### config.mk
export PLATFORM = sky130hd
export DESIGN_NAME = rgb_hue_preserving_brightness_step_unit
export DESIGN_NICKNAME = d
export VERILOG_FILES = /design/src/hdl/rgbhps_pkg.sv /design/src/hdl/rgb_hue_preserving_brightness_step_unit.sv
export SDC_FILE = /design/constraint.sdc
export NUM_CORES = 1
export LEC_CHECK = 0
export ABC_CLOCK_PERIOD_IN_PS = 9600
export BUFFER_PORTS_ARGS = -buffer_cell sky130_fd_sc_hd__buf_2
export CAP_MARGIN = 10
export CORE_MARGIN = 10
export CORE_UTILIZATION = 57
export CTS_BUF_LIST = sky130_fd_sc_hd__clkbuf_8
export DETAILED_ROUTE_END_ITERATION = 7
export GPL_TIMING_DRIVEN = 0
export PLACE_DENSITY = 0.78
export SLEW_MARGIN = 15
export SYNTH_ARGS = -nofsm -noshare
export SYNTH_HDL_FRONTEND = slang
export SYNTH_SLANG_ARGS = --single-unit
export TNS_END_PERCENT = 50
### constraint.sdc
create_clock -name clk -period 9.6 [get_ports clk]
set_input_delay 1.92 -clock clk [delete_from_list [all_inputs] [get_ports clk]]
set_output_delay 1.92 -clock clk [all_outputs]
set_load 0.01 [all_outputs]
### src/hdl/rgbhps_pkg.sv
// Package for the RGB hue-preserving brightness step unit.
// Holds operation and selection codes, the microcode word format and the control store.
// No dependencies.
package rgbhps_pkg;

    // Operation codes carried in the input word's tuser field.
    localparam logic [2:0] OP_SEL_RED   = 3'd0;
    localparam logic [2:0] OP_SEL_GREEN = 3'd1;
    localparam logic [2:0] OP_SEL_BLUE  = 3'd2;
    localparam logic [2:0] OP_MIXED     = 3'd3;
    localparam logic [2:0] OP_LOAD      = 3'd4;
    localparam logic [2:0] OP_UP        = 3'd5;
    localparam logic [2:0] OP_DOWN      = 3'd6;

    // Selection codes.
    localparam logic [1:0] SEL_MIXED = 2'd0;
    localparam logic [1:0] SEL_RED   = 2'd1;
    localparam logic [1:0] SEL_GREEN = 2'd2;
    localparam logic [1:0] SEL_BLUE  = 2'd3;

    // Configuration register indexes.
    localparam logic [1:0] REG_MAX_LEVEL   = 2'd0;
    localparam logic [1:0] REG_STEP_SIZE   = 2'd1;
    localparam logic [1:0] REG_MIXED_FLOOR = 2'd2;

    // Reset values of the configuration registers.
    localparam logic [7:0] MAX_LEVEL_RST   = 8'd255;
    localparam logic [7:0] STEP_SIZE_RST   = 8'd16;
    localparam logic [7:0] MIXED_FLOOR_RST = 8'd8;

    // Program counter width and step addresses.
    localparam int PC_W = 3;
    localparam logic [PC_W-1:0] PC_IDLE    = 3'd0;
    localparam logic [PC_W-1:0] PC_DECODE  = 3'd1;
    localparam logic [PC_W-1:0] PC_MUL     = 3'd2;
    localparam logic [PC_W-1:0] PC_PREP    = 3'd3;
    localparam logic [PC_W-1:0] PC_DIV     = 3'd4;
    localparam logic [PC_W-1:0] PC_WRITE   = 3'd5;
    localparam logic [PC_W-1:0] PC_ADVANCE = 3'd6;
    localparam logic [PC_W-1:0] PC_FINISH  = 3'd7;

    // Datapath operation selected by a control word.
    typedef enum logic [2:0] {
        UOP_WAIT,
        UOP_DECODE,
        UOP_MUL,
        UOP_PREP,
        UOP_DIV,
        UOP_WRITE,
        UOP_ADVANCE,
        UOP_FINISH
    } uop_t;

    // Jump condition selected by a control word.
    typedef enum logic [2:0] {
        COND_NEVER,
        COND_NO_INPUT,
        COND_NOT_MIXED,
        COND_CUR_ZERO,
        COND_BIT_MORE,
        COND_MORE_CH,
        COND_OUT_BUSY
    } cond_t;

    // One control word: datapath operation, jump condition and jump target.
    typedef struct packed {
        uop_t            uop;
        cond_t           cond;
        logic [PC_W-1:0] target;
    } ucode_t;

    // Control store. When the condition holds the sequencer jumps to the
    // target, otherwise it moves to the next step; the last step wraps to idle.
    function automatic ucode_t ucode(input logic [PC_W-1:0] pc);
        ucode_t w;
        case (pc)
            PC_IDLE:    w = '{UOP_WAIT,    COND_NO_INPUT,  PC_IDLE};
            PC_DECODE:  w = '{UOP_DECODE,  COND_NOT_MIXED, PC_FINISH};
            PC_MUL:     w = '{UOP_MUL,     COND_CUR_ZERO,  PC_ADVANCE};
            PC_PREP:    w = '{UOP_PREP,    COND_NEVER,     PC_IDLE};
            PC_DIV:     w = '{UOP_DIV,     COND_BIT_MORE,  PC_DIV};
            PC_WRITE:   w = '{UOP_WRITE,   COND_NEVER,     PC_IDLE};
            PC_ADVANCE: w = '{UOP_ADVANCE, COND_MORE_CH,   PC_MUL};
            PC_FINISH:  w = '{UOP_FINISH,  COND_OUT_BUSY,  PC_FINISH};
            default:    w = '{UOP_WAIT,    COND_NEVER,     PC_IDLE};
        endcase
        return w;
    endfunction

    // Next channel index in red, green, blue order, wrapping after blue.
    function automatic logic [1:0] next_chan(input logic [1:0] c);
        logic [1:0] n;
        case (c)
            2'd0:    n = 2'd1;
            2'd1:    n = 2'd2;
            default: n = 2'd0;
        endcase
        return n;
    endfunction

    // Step up with saturation at the highest level.
    function automatic logic [7:0] step_up(input logic [7:0] v, input logic [7:0] step,
                                           input logic [7:0] max_lvl);
        logic [8:0] s;
        s = {1'b0, v} + {1'b0, step};
        return (s > {1'b0, max_lvl}) ? max_lvl : s[7:0];
    endfunction

endpackage

### src/hdl/rgb_hue_preserving_brightness_step_unit.sv
// Top level of the RGB hue-preserving brightness step unit.
// A microcoded sequencer drives a small datapath with a serial divider.
// Depends on rgbhps_pkg.
//
// Channel   Direction  Handshake                  Payload
// s_axis    in         s_axis_tvalid/tready       tuser: operation, tdata: load levels
// m_axis    out        m_axis_tvalid/tready       tdata: levels, selection, active count
// apb       in         psel/penable, pready = 1   max_level, step_size, mixed_floor
//
// A select, load or single-channel step goes from decode straight to the finish step.
// A mixed step runs multiply, prepare, divide, write and advance for each scaled channel,
// the restoring divider retiring one quotient bit per cycle; a zero channel skips to advance.
// The next word is accepted while a result still waits in the output register;
// the sequencer holds in its last step only if that register is still full.
// Reset clears the levels, selects mixed mode and loads the register defaults.
module rgb_hue_preserving_brightness_step_unit (
    input  logic        clk,
    input  logic        rst_n,
    input  logic        s_axis_tvalid,
    output logic        s_axis_tready,
    input  logic [23:0] s_axis_tdata,   // load_red[7:0], load_green[15:8], load_blue[23:16]
    input  logic [2:0]  s_axis_tuser,   // operation[2:0]
    output logic        m_axis_tvalid,
    input  logic        m_axis_tready,
    output logic [31:0] m_axis_tdata,   // red[7:0], green[15:8], blue[23:16],
                                        // selected_channel[25:24], active_count[27:26]
    input  logic        psel,
    input  logic        penable,
    input  logic        pwrite,
    input  logic [3:0]  paddr,
    input  logic [31:0] pwdata,
    output logic [31:0] prdata,
    output logic        pready
);

    // Sequencer and configuration state.
    logic [rgbhps_pkg::PC_W-1:0] pc_reg, pc_next;
    rgbhps_pkg::ucode_t          cw;
    logic                        take;
    logic [7:0] max_reg, step_reg, floor_reg;

    // Datapath state.
    logic [7:0]  lvl_reg [3];
    logic [7:0]  lvl_next [3];
    logic [1:0]  sel_reg, sel_next;
    logic [2:0]  op_reg, op_next;
    logic [23:0] ld_reg, ld_next;
    logic [1:0]  ref_reg, ref_next;
    logic [1:0]  chan_reg, chan_next;
    logic [7:0]  old_reg, old_next;
    logic [7:0]  new_reg, new_next;
    logic [16:0] num_reg, num_next;
    logic [16:0] rem_reg, rem_next;
    logic [15:0] dsh_reg, dsh_next;
    logic [2:0]  bit_reg, bit_next;
    logic [7:0]  quo_reg, quo_next;
    logic        sat_reg, sat_next;
    logic        out_valid_reg, out_valid_next;
    logic [31:0] out_data_reg, out_data_next;

    // Helper signals.
    logic        in_fire, out_busy, cfg_write;
    logic [1:0]  active;
    logic [1:0]  active_after;
    logic        step_op, up, mixed_go;
    logic [1:0]  ref_c;
    logic [7:0]  ref_lvl, mix_new;
    logic [8:0]  floor_sum;
    logic [1:0]  single_c;
    logic [7:0]  single_lvl, single_new;
    logic [7:0]  cur_lvl;
    logic [15:0] prod;
    logic [8:0]  den;
    logic        ge;

    assign in_fire       = s_axis_tvalid && s_axis_tready;
    assign out_busy      = out_valid_reg && !m_axis_tready;
    assign s_axis_tready = (pc_reg == rgbhps_pkg::PC_IDLE);
    assign m_axis_tvalid = out_valid_reg;
    assign m_axis_tdata  = out_data_reg;
    assign pready        = 1'b1;
    assign cfg_write     = psel && penable && pwrite && pready;

    // Register readback.
    always_comb
    begin
        case (paddr[3:2])
            rgbhps_pkg::REG_MAX_LEVEL:   prdata = {24'd0, max_reg};
            rgbhps_pkg::REG_STEP_SIZE:   prdata = {24'd0, step_reg};
            rgbhps_pkg::REG_MIXED_FLOOR: prdata = {24'd0, floor_reg};
            default:                     prdata = 32'd0;
        endcase
    end

    // Configuration registers.
    always_ff @(posedge clk or negedge rst_n)
    begin
        if (!rst_n)
        begin
            max_reg   <= rgbhps_pkg::MAX_LEVEL_RST;
            step_reg  <= rgbhps_pkg::STEP_SIZE_RST;
            floor_reg <= rgbhps_pkg::MIXED_FLOOR_RST;
        end
        else if (cfg_write)
        begin
            case (paddr[3:2])
                rgbhps_pkg::REG_MAX_LEVEL:   max_reg   <= pwdata[7:0];
                rgbhps_pkg::REG_STEP_SIZE:   step_reg  <= pwdata[7:0];
                rgbhps_pkg::REG_MIXED_FLOOR: floor_reg <= pwdata[7:0];
                default:                     ;
            endcase
        end
    end

    // Active channel counts before and after this word's update.
    assign active = {1'b0, lvl_reg[0] != 8'd0} + {1'b0, lvl_reg[1] != 8'd0}
                  + {1'b0, lvl_reg[2] != 8'd0};
    assign active_after = {1'b0, lvl_next[0] != 8'd0} + {1'b0, lvl_next[1] != 8'd0}
                        + {1'b0, lvl_next[2] != 8'd0};

    // Operation decode.
    assign step_op  = (op_reg == rgbhps_pkg::OP_UP) || (op_reg == rgbhps_pkg::OP_DOWN);
    assign up       = (op_reg == rgbhps_pkg::OP_UP);
    assign mixed_go = step_op && (sel_reg == rgbhps_pkg::SEL_MIXED) && (active > 2'd1);

    // Reference channel: largest nonzero for up, smallest for down, first on a tie.
    always_comb
    begin
        ref_c = 2'd0;
        if (lvl_reg[1] != 8'd0 && (lvl_reg[0] == 8'd0 ||
            (up ? (lvl_reg[1] > lvl_reg[0]) : (lvl_reg[1] < lvl_reg[0]))))
        begin
            ref_c = 2'd1;
        end
        if (lvl_reg[2] != 8'd0 && (lvl_reg[ref_c] == 8'd0 ||
            (up ? (lvl_reg[2] > lvl_reg[ref_c]) : (lvl_reg[2] < lvl_reg[ref_c]))))
        begin
            ref_c = 2'd2;
        end
    end

    // New level of the reference channel in a mixed step.
    assign ref_lvl   = lvl_reg[ref_c];
    assign floor_sum = {1'b0, floor_reg} + {1'b0, step_reg};
    always_comb
    begin
        if (up)
        begin
            mix_new = rgbhps_pkg::step_up(ref_lvl, step_reg, max_reg);
        end
        else if ({1'b0, ref_lvl} < floor_sum)
        begin
            mix_new = floor_reg;
        end
        else
        begin
            mix_new = ref_lvl - step_reg;
        end
    end

    // Single-channel step on the selected channel.
    assign single_c   = sel_reg - 2'd1;
    assign single_lvl = (single_c == 2'd0) ? lvl_reg[0] :
                        (single_c == 2'd1) ? lvl_reg[1] : lvl_reg[2];
    always_comb
    begin
        if (up)
        begin
            single_new = rgbhps_pkg::step_up(single_lvl, step_reg, max_reg);
        end
        else if (single_lvl < step_reg)
        begin
            single_new = 8'd0;
        end
        else
        begin
            single_new = single_lvl - step_reg;
        end
    end

    // Channel being scaled, its product with the new reference, the divisor.
    assign cur_lvl = (chan_reg == 2'd0) ? lvl_reg[0] :
                     (chan_reg == 2'd1) ? lvl_reg[1] : lvl_reg[2];
    assign prod    = {8'd0, cur_lvl} * {8'd0, new_reg};
    assign den     = {old_reg, 1'b0};
    assign ge      = (rem_reg >= {1'b0, dsh_reg});

    // Sequencer: fetch the control word, evaluate its condition, advance.
    always_comb
    begin
        cw = rgbhps_pkg::ucode(pc_reg);
        case (cw.cond)
            rgbhps_pkg::COND_NEVER:     take = 1'b0;
            rgbhps_pkg::COND_NO_INPUT:  take = !in_fire;
            rgbhps_pkg::COND_NOT_MIXED: take = !mixed_go;
            rgbhps_pkg::COND_CUR_ZERO:  take = (cur_lvl == 8'd0);
            rgbhps_pkg::COND_BIT_MORE:  take = (bit_reg != 3'd0);
            rgbhps_pkg::COND_MORE_CH:   take = (rgbhps_pkg::next_chan(chan_reg) != ref_reg);
            rgbhps_pkg::COND_OUT_BUSY:  take = out_busy;
            default:                    take = 1'b0;
        endcase
        // The finish step is the last address, so the increment wraps to idle.
        pc_next = take ? cw.target : pc_reg + 3'd1;
    end

    // Datapath, driven by the current control word.
    always_comb
    begin
        for (int c = 0; c < 3; c++)
        begin
            lvl_next[c] = lvl_reg[c];
        end
        sel_next       = sel_reg;
        op_next        = op_reg;
        ld_next        = ld_reg;
        ref_next       = ref_reg;
        chan_next      = chan_reg;
        old_next       = old_reg;
        new_next       = new_reg;
        num_next       = num_reg;
        rem_next       = rem_reg;
        dsh_next       = dsh_reg;
        bit_next       = bit_reg;
        quo_next       = quo_reg;
        sat_next       = sat_reg;
        out_valid_next = (out_valid_reg && !m_axis_tready);
        out_data_next  = out_data_reg;
        case (cw.uop)
            rgbhps_pkg::UOP_WAIT:
            begin
                if (in_fire)
                begin
                    op_next = s_axis_tuser;
                    ld_next = s_axis_tdata;
                end
            end
            rgbhps_pkg::UOP_DECODE:
            begin
                case (op_reg)
                    rgbhps_pkg::OP_SEL_RED:   sel_next = rgbhps_pkg::SEL_RED;
                    rgbhps_pkg::OP_SEL_GREEN: sel_next = rgbhps_pkg::SEL_GREEN;
                    rgbhps_pkg::OP_SEL_BLUE:  sel_next = rgbhps_pkg::SEL_BLUE;
                    rgbhps_pkg::OP_MIXED:     sel_next = rgbhps_pkg::SEL_MIXED;
                    rgbhps_pkg::OP_LOAD:
                    begin
                        lvl_next[0] = ld_reg[7:0];
                        lvl_next[1] = ld_reg[15:8];
                        lvl_next[2] = ld_reg[23:16];
                    end
                    rgbhps_pkg::OP_UP, rgbhps_pkg::OP_DOWN:
                    begin
                        if (sel_reg != rgbhps_pkg::SEL_MIXED)
                        begin
                            for (int c = 0; c < 3; c++)
                            begin
                                if (single_c == 2'(c))
                                begin
                                    lvl_next[c] = single_new;
                                end
                            end
                        end
                        else if (mixed_go)
                        begin
                            for (int c = 0; c < 3; c++)
                            begin
                                if (ref_c == 2'(c))
                                begin
                                    lvl_next[c] = mix_new;
                                end
                            end
                            ref_next  = ref_c;
                            old_next  = ref_lvl;
                            new_next  = mix_new;
                            chan_next = rgbhps_pkg::next_chan(ref_c);
                        end
                    end
                    default: ;
                endcase
            end
            rgbhps_pkg::UOP_MUL:
            begin
                // Numerator of the rounded ratio: 2 * v * new + old.
                num_next = {prod, 1'b0} + {9'd0, old_reg};
            end
            rgbhps_pkg::UOP_PREP:
            begin
                // A quotient of 256 or more saturates whatever the highest level is.
                sat_next = (num_reg >= {den, 8'd0});
                rem_next = num_reg;
                dsh_next = {den, 7'd0};
                bit_next = 3'd7;
                quo_next = 8'd0;
            end
            rgbhps_pkg::UOP_DIV:
            begin
                // One restoring division step, most significant quotient bit first.
                if (ge)
                begin
                    rem_next = rem_reg - {1'b0, dsh_reg};
                end
                quo_next = {quo_reg[6:0], ge};
                dsh_next = dsh_reg >> 1;
                bit_next = bit_reg - 3'd1;
            end
            rgbhps_pkg::UOP_WRITE:
            begin
                for (int c = 0; c < 3; c++)
                begin
                    if (chan_reg == 2'(c))
                    begin
                        lvl_next[c] = (sat_reg || quo_reg > max_reg) ? max_reg : quo_reg;
                    end
                end
            end
            rgbhps_pkg::UOP_ADVANCE:
            begin
                if (rgbhps_pkg::next_chan(chan_reg) != ref_reg)
                begin
                    chan_next = rgbhps_pkg::next_chan(chan_reg);
                end
            end
            rgbhps_pkg::UOP_FINISH:
            begin
                if (!out_busy)
                begin
                    out_valid_next = 1'b1;
                    out_data_next  = {4'd0, active_after, sel_reg,
                                      lvl_reg[2], lvl_reg[1], lvl_reg[0]};
                end
            end
            default: ;
        endcase
    end

    // Control registers.
    always_ff @(posedge clk or negedge rst_n)
    begin
        if (!rst_n)
        begin
            pc_reg        <= rgbhps_pkg::PC_IDLE;
            sel_reg       <= rgbhps_pkg::SEL_MIXED;
            ref_reg       <= 2'd0;
            chan_reg      <= 2'd0;
            bit_reg       <= 3'd0;
            out_valid_reg <= 1'b0;
            for (int c = 0; c < 3; c++)
            begin
                lvl_reg[c] <= 8'd0;
            end
        end
        else
        begin
            pc_reg        <= pc_next;
            sel_reg       <= sel_next;
            ref_reg       <= ref_next;
            chan_reg      <= chan_next;
            bit_reg       <= bit_next;
            out_valid_reg <= out_valid_next;
            for (int c = 0; c < 3; c++)
            begin
                lvl_reg[c] <= lvl_next[c];
            end
        end
    end

    // Payload registers.
    always_ff @(posedge clk)
    begin
        op_reg       <= op_next;
        ld_reg       <= ld_next;
        old_reg      <= old_next;
        new_reg      <= new_next;
        num_reg      <= num_next;
        rem_reg      <= rem_next;
        dsh_reg      <= dsh_next;
        quo_reg      <= quo_next;
        sat_reg      <= sat_next;
        out_data_reg <= out_data_next;
    end

    // An accepted word is decoded in the following cycle.
    a_accept_decode: assert property (@(posedge clk) disable iff (!rst_n)
        in_fire |=> pc_reg == rgbhps_pkg::PC_DECODE)
        else $error("accepted word was not decoded next");

    // The divider counts its bits down without skipping.
    a_div_count: assert property (@(posedge clk) disable iff (!rst_n)
        (pc_reg == rgbhps_pkg::PC_DIV && bit_reg != 3'd0)
        |=> (pc_reg == rgbhps_pkg::PC_DIV && bit_reg == $past(bit_reg) - 3'd1))
        else $error("divider bit count out of step");

    // The reference channel is never scaled against itself.
    a_chan_not_ref: assert property (@(posedge clk) disable iff (!rst_n)
        (pc_reg == rgbhps_pkg::PC_MUL || pc_reg == rgbhps_pkg::PC_WRITE ||
         pc_reg == rgbhps_pkg::PC_ADVANCE) |-> (chan_reg != ref_reg && chan_reg != 2'd3))
        else $error("scaled channel equals the reference");

    // A full output register holds the sequencer in its finish step.
    a_finish_hold: assert property (@(posedge clk) disable iff (!rst_n)
        (pc_reg == rgbhps_pkg::PC_FINISH && out_busy)
        |=> (pc_reg == rgbhps_pkg::PC_FINISH && out_valid_reg))
        else $error("result overwrote a waiting word");

endmodule

# After elaboration in Yosys (flattened, before gate mapping)
# Memory sizes are Yosys's and may differ from the RTL's.
# Cells that the tools add are included.
# totals
register_bits	191
romBits	72
input_bits	70
word_cells	190
n_memories	1
# op_classes
addsub	14
multipliers	1
magnitude_cmp	14
n_eq_ne	34
mux	53
n_bitwise	4
reduce_logical	47
# mem_list
memory	words	word_bits	rd	rd_clocked_by_memory_dff	wr	line	rtl
(name not given)	8	9	1	0	0	rgbhps_pkg.sv:76	case (pc)
# ops
op	n
$mux W8	24
$pmux W24 S2	2
$mux W24	2
$reduce_bool A8 Y1	6
$pmux W17 S2	1
$bmux W8 S2	2
$pmux W16 S2	1
$eq A3 B3 Y1 const B	10
$add A8 B8 Y9	3
$gt A8 B8 Y1	3
$logic_not A8 Y1	3
$lt A8 B8 Y1	3
$pmux W8 S3	1
$eq A3 B2 Y1 const B	6
$gt A9 B8 Y1	2
$add A17 B8 Y17	1
$ge A17 B16 Y1	1
$ge A17 B17 Y1	1
$mux W17	1
$sub A17 B16 Y17	1
$mul A8 B8 Y16	1
$pmux W8 S2	1
$sub A8 B8 Y8	2
$mux W2	7
other kinds (33)	82

# Depth between registers and ports, before layout
# depth
ltp_word	30
depth_mapped	39

# Worst setup path after synthesis
# OpenSTA, ideal clock, no wires.
# synth_timing
path_type	register to register
start	register lvl_reg[9] (netlist bit)
end	register out_data_reg[26], in the netlist m_axis_tdata[26], data pin
arrival_time_ns	8.730
t_required_ns	9.331
setup_slack_ns	0.601
path_stages_with_launch	39
path_buffers	4
cell_sequence	dfrtp_1 -> ha_1 -> nor2b_1 -> o211ai_1 -> a21oi_1 -> o32a_1 -> o21ai_1 -> clkbuf_1 -> nor2_1 -> a21oi_1 -> ha_1 -> a21oi_1 -> o21a_1 -> nor2_1 -> a311o_1 -> o21a_1 -> clkbuf_1 -> clkbuf_1 -> (+3 left out) -> a21oi_1 -> o21ai_0 -> a211oi_1 -> or4_1 -> and2_1 -> ha_1 -> nand4_1 -> nor2_1 -> or2_2 -> and3_1 -> clkbuf_1 -> mux2i_1 -> nand2_1 -> and3_4 -> a221o_1 -> or4_1 -> or4b_1 -> fa_1
# synth_rtl
item	line	rtl
start, declared	rgb_hue_preserving_brightness_step_unit.sv:43	logic [7:0] lvl_reg [3];
start signal, assigned by index	rgb_hue_preserving_brightness_step_unit.sv:361	lvl_reg[c] <= lvl_next[c];
end signal, assigned	rgb_hue_preserving_brightness_step_unit.sv:378	out_data_reg <= out_data_next;
end, declared	rgb_hue_preserving_brightness_step_unit.sv:59	logic [31:0] out_data_reg, out_data_next;

==> qor.yml <==
status:
  outcome: "finished clean"
setup_path:
  worstSetupPathType: "flop to flop"
  startpoint_type: "flop"
  critPathSlowestCell: "o21ai_1"
  r2r_slack_ns: 0.20
  r2r_start: "lvl_reg[21]"
  required_ns: 9.86
  crit_path_max_incr_delay_ns: 0.61
  rr_endpoint: "m_axis_tdata[26]"
  worstPathArrival_ns: 9.66
  critical_path_peak_fanout: 10
  cp-end-kind: "flop"
  crit_top_cell: "ha_1"
  ff2ff_path_depth: 33
worst_hold_path:
  hold_depth: 0
  hold_class: "flop to flop"
  worstHoldEndpoint: "m_axis_tdata[25]"
  hold_path.startpoint: "sel_reg[1]"
route:
  firstDrtPassIters: 6
  drt_iter0_drc: 1706
  ant_nets: 0
  drt-vias-per-instance: 6.36
  drc: 0
  wire_per_inst_um: 23.1
  wl_um: 50200
  num_vias: 13800
layout:
  finish.instance_area_um2: 17400
  fillCellCount: 2229
  diodes: 0
  drive_gt1_share_pct: 13.4
  largest_register_ffs: 28
  final_cell_mix: "inv_1 (166), nand2_1 (166), ha_1 (160)"
  fin_nets: 2096
  synthToLayoutAreaGrowth_pct: 11.0
die:
  die_h_um: 186
  core_um2: 27000
  dieWidth_um: 186
  dieArea_um2: 34500
  start_util_pct: 58.1
  rows: 60
  ios: 137
grt:
  top_usage_layer: "met2"
  grt_max_degree: 42
  grt_overflow: 0
  grt_pass1_wl_um: 76600
  track_usage_pct: 29.0
  grtUsageMet3_pct: 5.28
  grt_use_met2_pct: 46.1
  grt_util_met1_pct: 38.1
  antenna_found_initial: 0
  grt_pass1_vias: 13300
sta:
  fmax_ghz: 0.106
  period_share_pct: 97.9
  setup_violations: 0
  hold_slack_ns: 0.474
  setup_slack_ns: 0.198
  report.final.slew_viol_count: 0
  maxSlewHeadroom_pct: 7.88
  worst_pin_slew_ns: 1.36
  fin_skew_ns: 0.0292
  hold_viol: 0
  layout_min_cycle_time_ns: 9.40
synthesis:
  synthCells: 1675
  syn_area_um2: 15600
  yosysWarnings: 0
  synth_edf_count: 130
  ys_types: 76
  synth_flop_cell: "edfxtp_1"
  yosysSeqAreaShare_pct: 34.8
  synthArstFlopShare_pct: 31.9
  syn_area_per_cell_um2: 9.34
  yosys_register_bits: 191
clocking:
  cts_htree_levels: 4
  cts_sinks: 191
  clk_pin_slew_worst_paths_ns: 0.13
  cts_tree: "built"
  clk_latency_ns: 0.51
  clk_path_buf_depth: 2
  cts_made_buffers: 17
  cts_root_buf: "clkbuf_8"
  hold_buffers: 0
place:
  placed_area_um2: 16600
  dpl.hpwl_um: 38700
  port_buffers: 81
  place_congestion: 1.07
  post-place-ws_ns: -1.25
flow_run:
  drv_cap: 0
==> logic make-up (layout without fill, tap and decap cells) <==
family / after synthesis / in the layout / share of synthesized area, %
AO/OA/AOI/OAI: 417 / 417 / 17.0
XOR/XNOR: 63 / 63 / 3.53
adder cells (fa/ha/maj): 208 / 208 / 18.7
buffers and inverters: 238 / 367 / 6.42
flip-flops: 191 / 191 / 34.8
multiplexers: 57 / 57 / 3.79
other: 2 / 29 / 0.0480
AND/OR/NAND/NOR: 499 / 499 / 15.7
==> worst max path at each step <==
| stage | from | endpoint |
|---|---|---|
| finish | lvl_reg[21] | m_axis_tdata[26] |
| CTS | lvl_reg[17] | m_axis_tdata[26] |
| floorplan | lvl_reg[9] | m_axis_tdata[26] |
| global placement | lvl_reg[17] | m_axis_tdata[26] |
| global route | lvl_reg[14] | m_axis_tdata[26] |
| detailed placement | lvl_reg[17] | m_axis_tdata[26] |
==> critical path, delay by kind of cell, from the launching register on <==
| family | cells | cell delay (ns) |
|---|---|---|
| AO/OA/AOI/OAI | 12 | 3.15 |
| XOR/XNOR | 1 | 0.25 |
| AND/OR/NAND/NOR | 9 | 2.27 |
| buffers and inverters | 4 | 0.70 |
| flip-flops | 1 | 0.54 |
| multiplexers | 2 | 0.47 |
| adder cells (fa/ha/maj) | 5 | 1.80 |
==> final cells by class <==
class                           instances  area [um^2]  area share (%)
Multi-Input combinational cell       1273         9450            54.4
Sequential cell                       191         5460            31.4
Inverter                              166          623            3.59
Timing Repair Buffer                   98          563            3.24
Tap cell                              341          427            2.46
Buffer                                 71          389            2.24
Clock buffer                           17          234            1.35
Clock inverter                         15          221            1.27
==> Yosys cell counts, drive strengths merged, types with 8 or more instances <==
cell type	n	area [um^2]
a211oi	11	95.1
a21o	22	165
a21oi	99	495
a221oi	14	123
a22oi	10	75.1
a31oi	17	106
and2	35	219
and3	20	130
buf	36	246
clkbuf	36	135
dfrtp	51	1280
dfstp	10	263
edfxtp	130	3900
fa	44	881
ha	164	2050
inv	166	623
mux2	18	203
mux2i	39	390
nand2	166	623
nand2b	20	125
nand3	26	130
nand3b	8	63.8
nand4	17	106
nor2	101	379
nor2b	23	144
nor3	29	145
nor4	15	93.8
o211ai	9	67.6
o21a	11	82.6
o21ai	125	626
o21bai	15	113
o221ai	11	96.3
o31ai	14	105
or3	11	68.8
or4	11	82.6
xnor2	32	280
xor2	31	272
==> repair_timing <==
item / in CTS / in global routing
hold endpoints to repair: 0 / 0
setup buffers: 1 / 14
resized for setup: 28 / 30
pin swaps: 2 / 2
setup endpoints to repair: 2 / 2
==> layer usage <==
layer,up-vias,part of all wire (%)
met1,6664,41
met2,738,46
li1,6253,-
met3,150,9.1
met4,0,4.5
met5,-,0
==> stage by stage <==
stage               cells  TNS, ns  util [%]
finish               2172        0      64.5
global route         2172  -0.0824      64.5
CTS                  2158        0      63.6
detailed placement   2126    -2.42      61.8
global placement     2124    -2.04      61.5
floorplan            1702        0         -
Power is not shown: default switching activity piles up to over one toggle a cycle in this logic, so the estimate is an artifact.
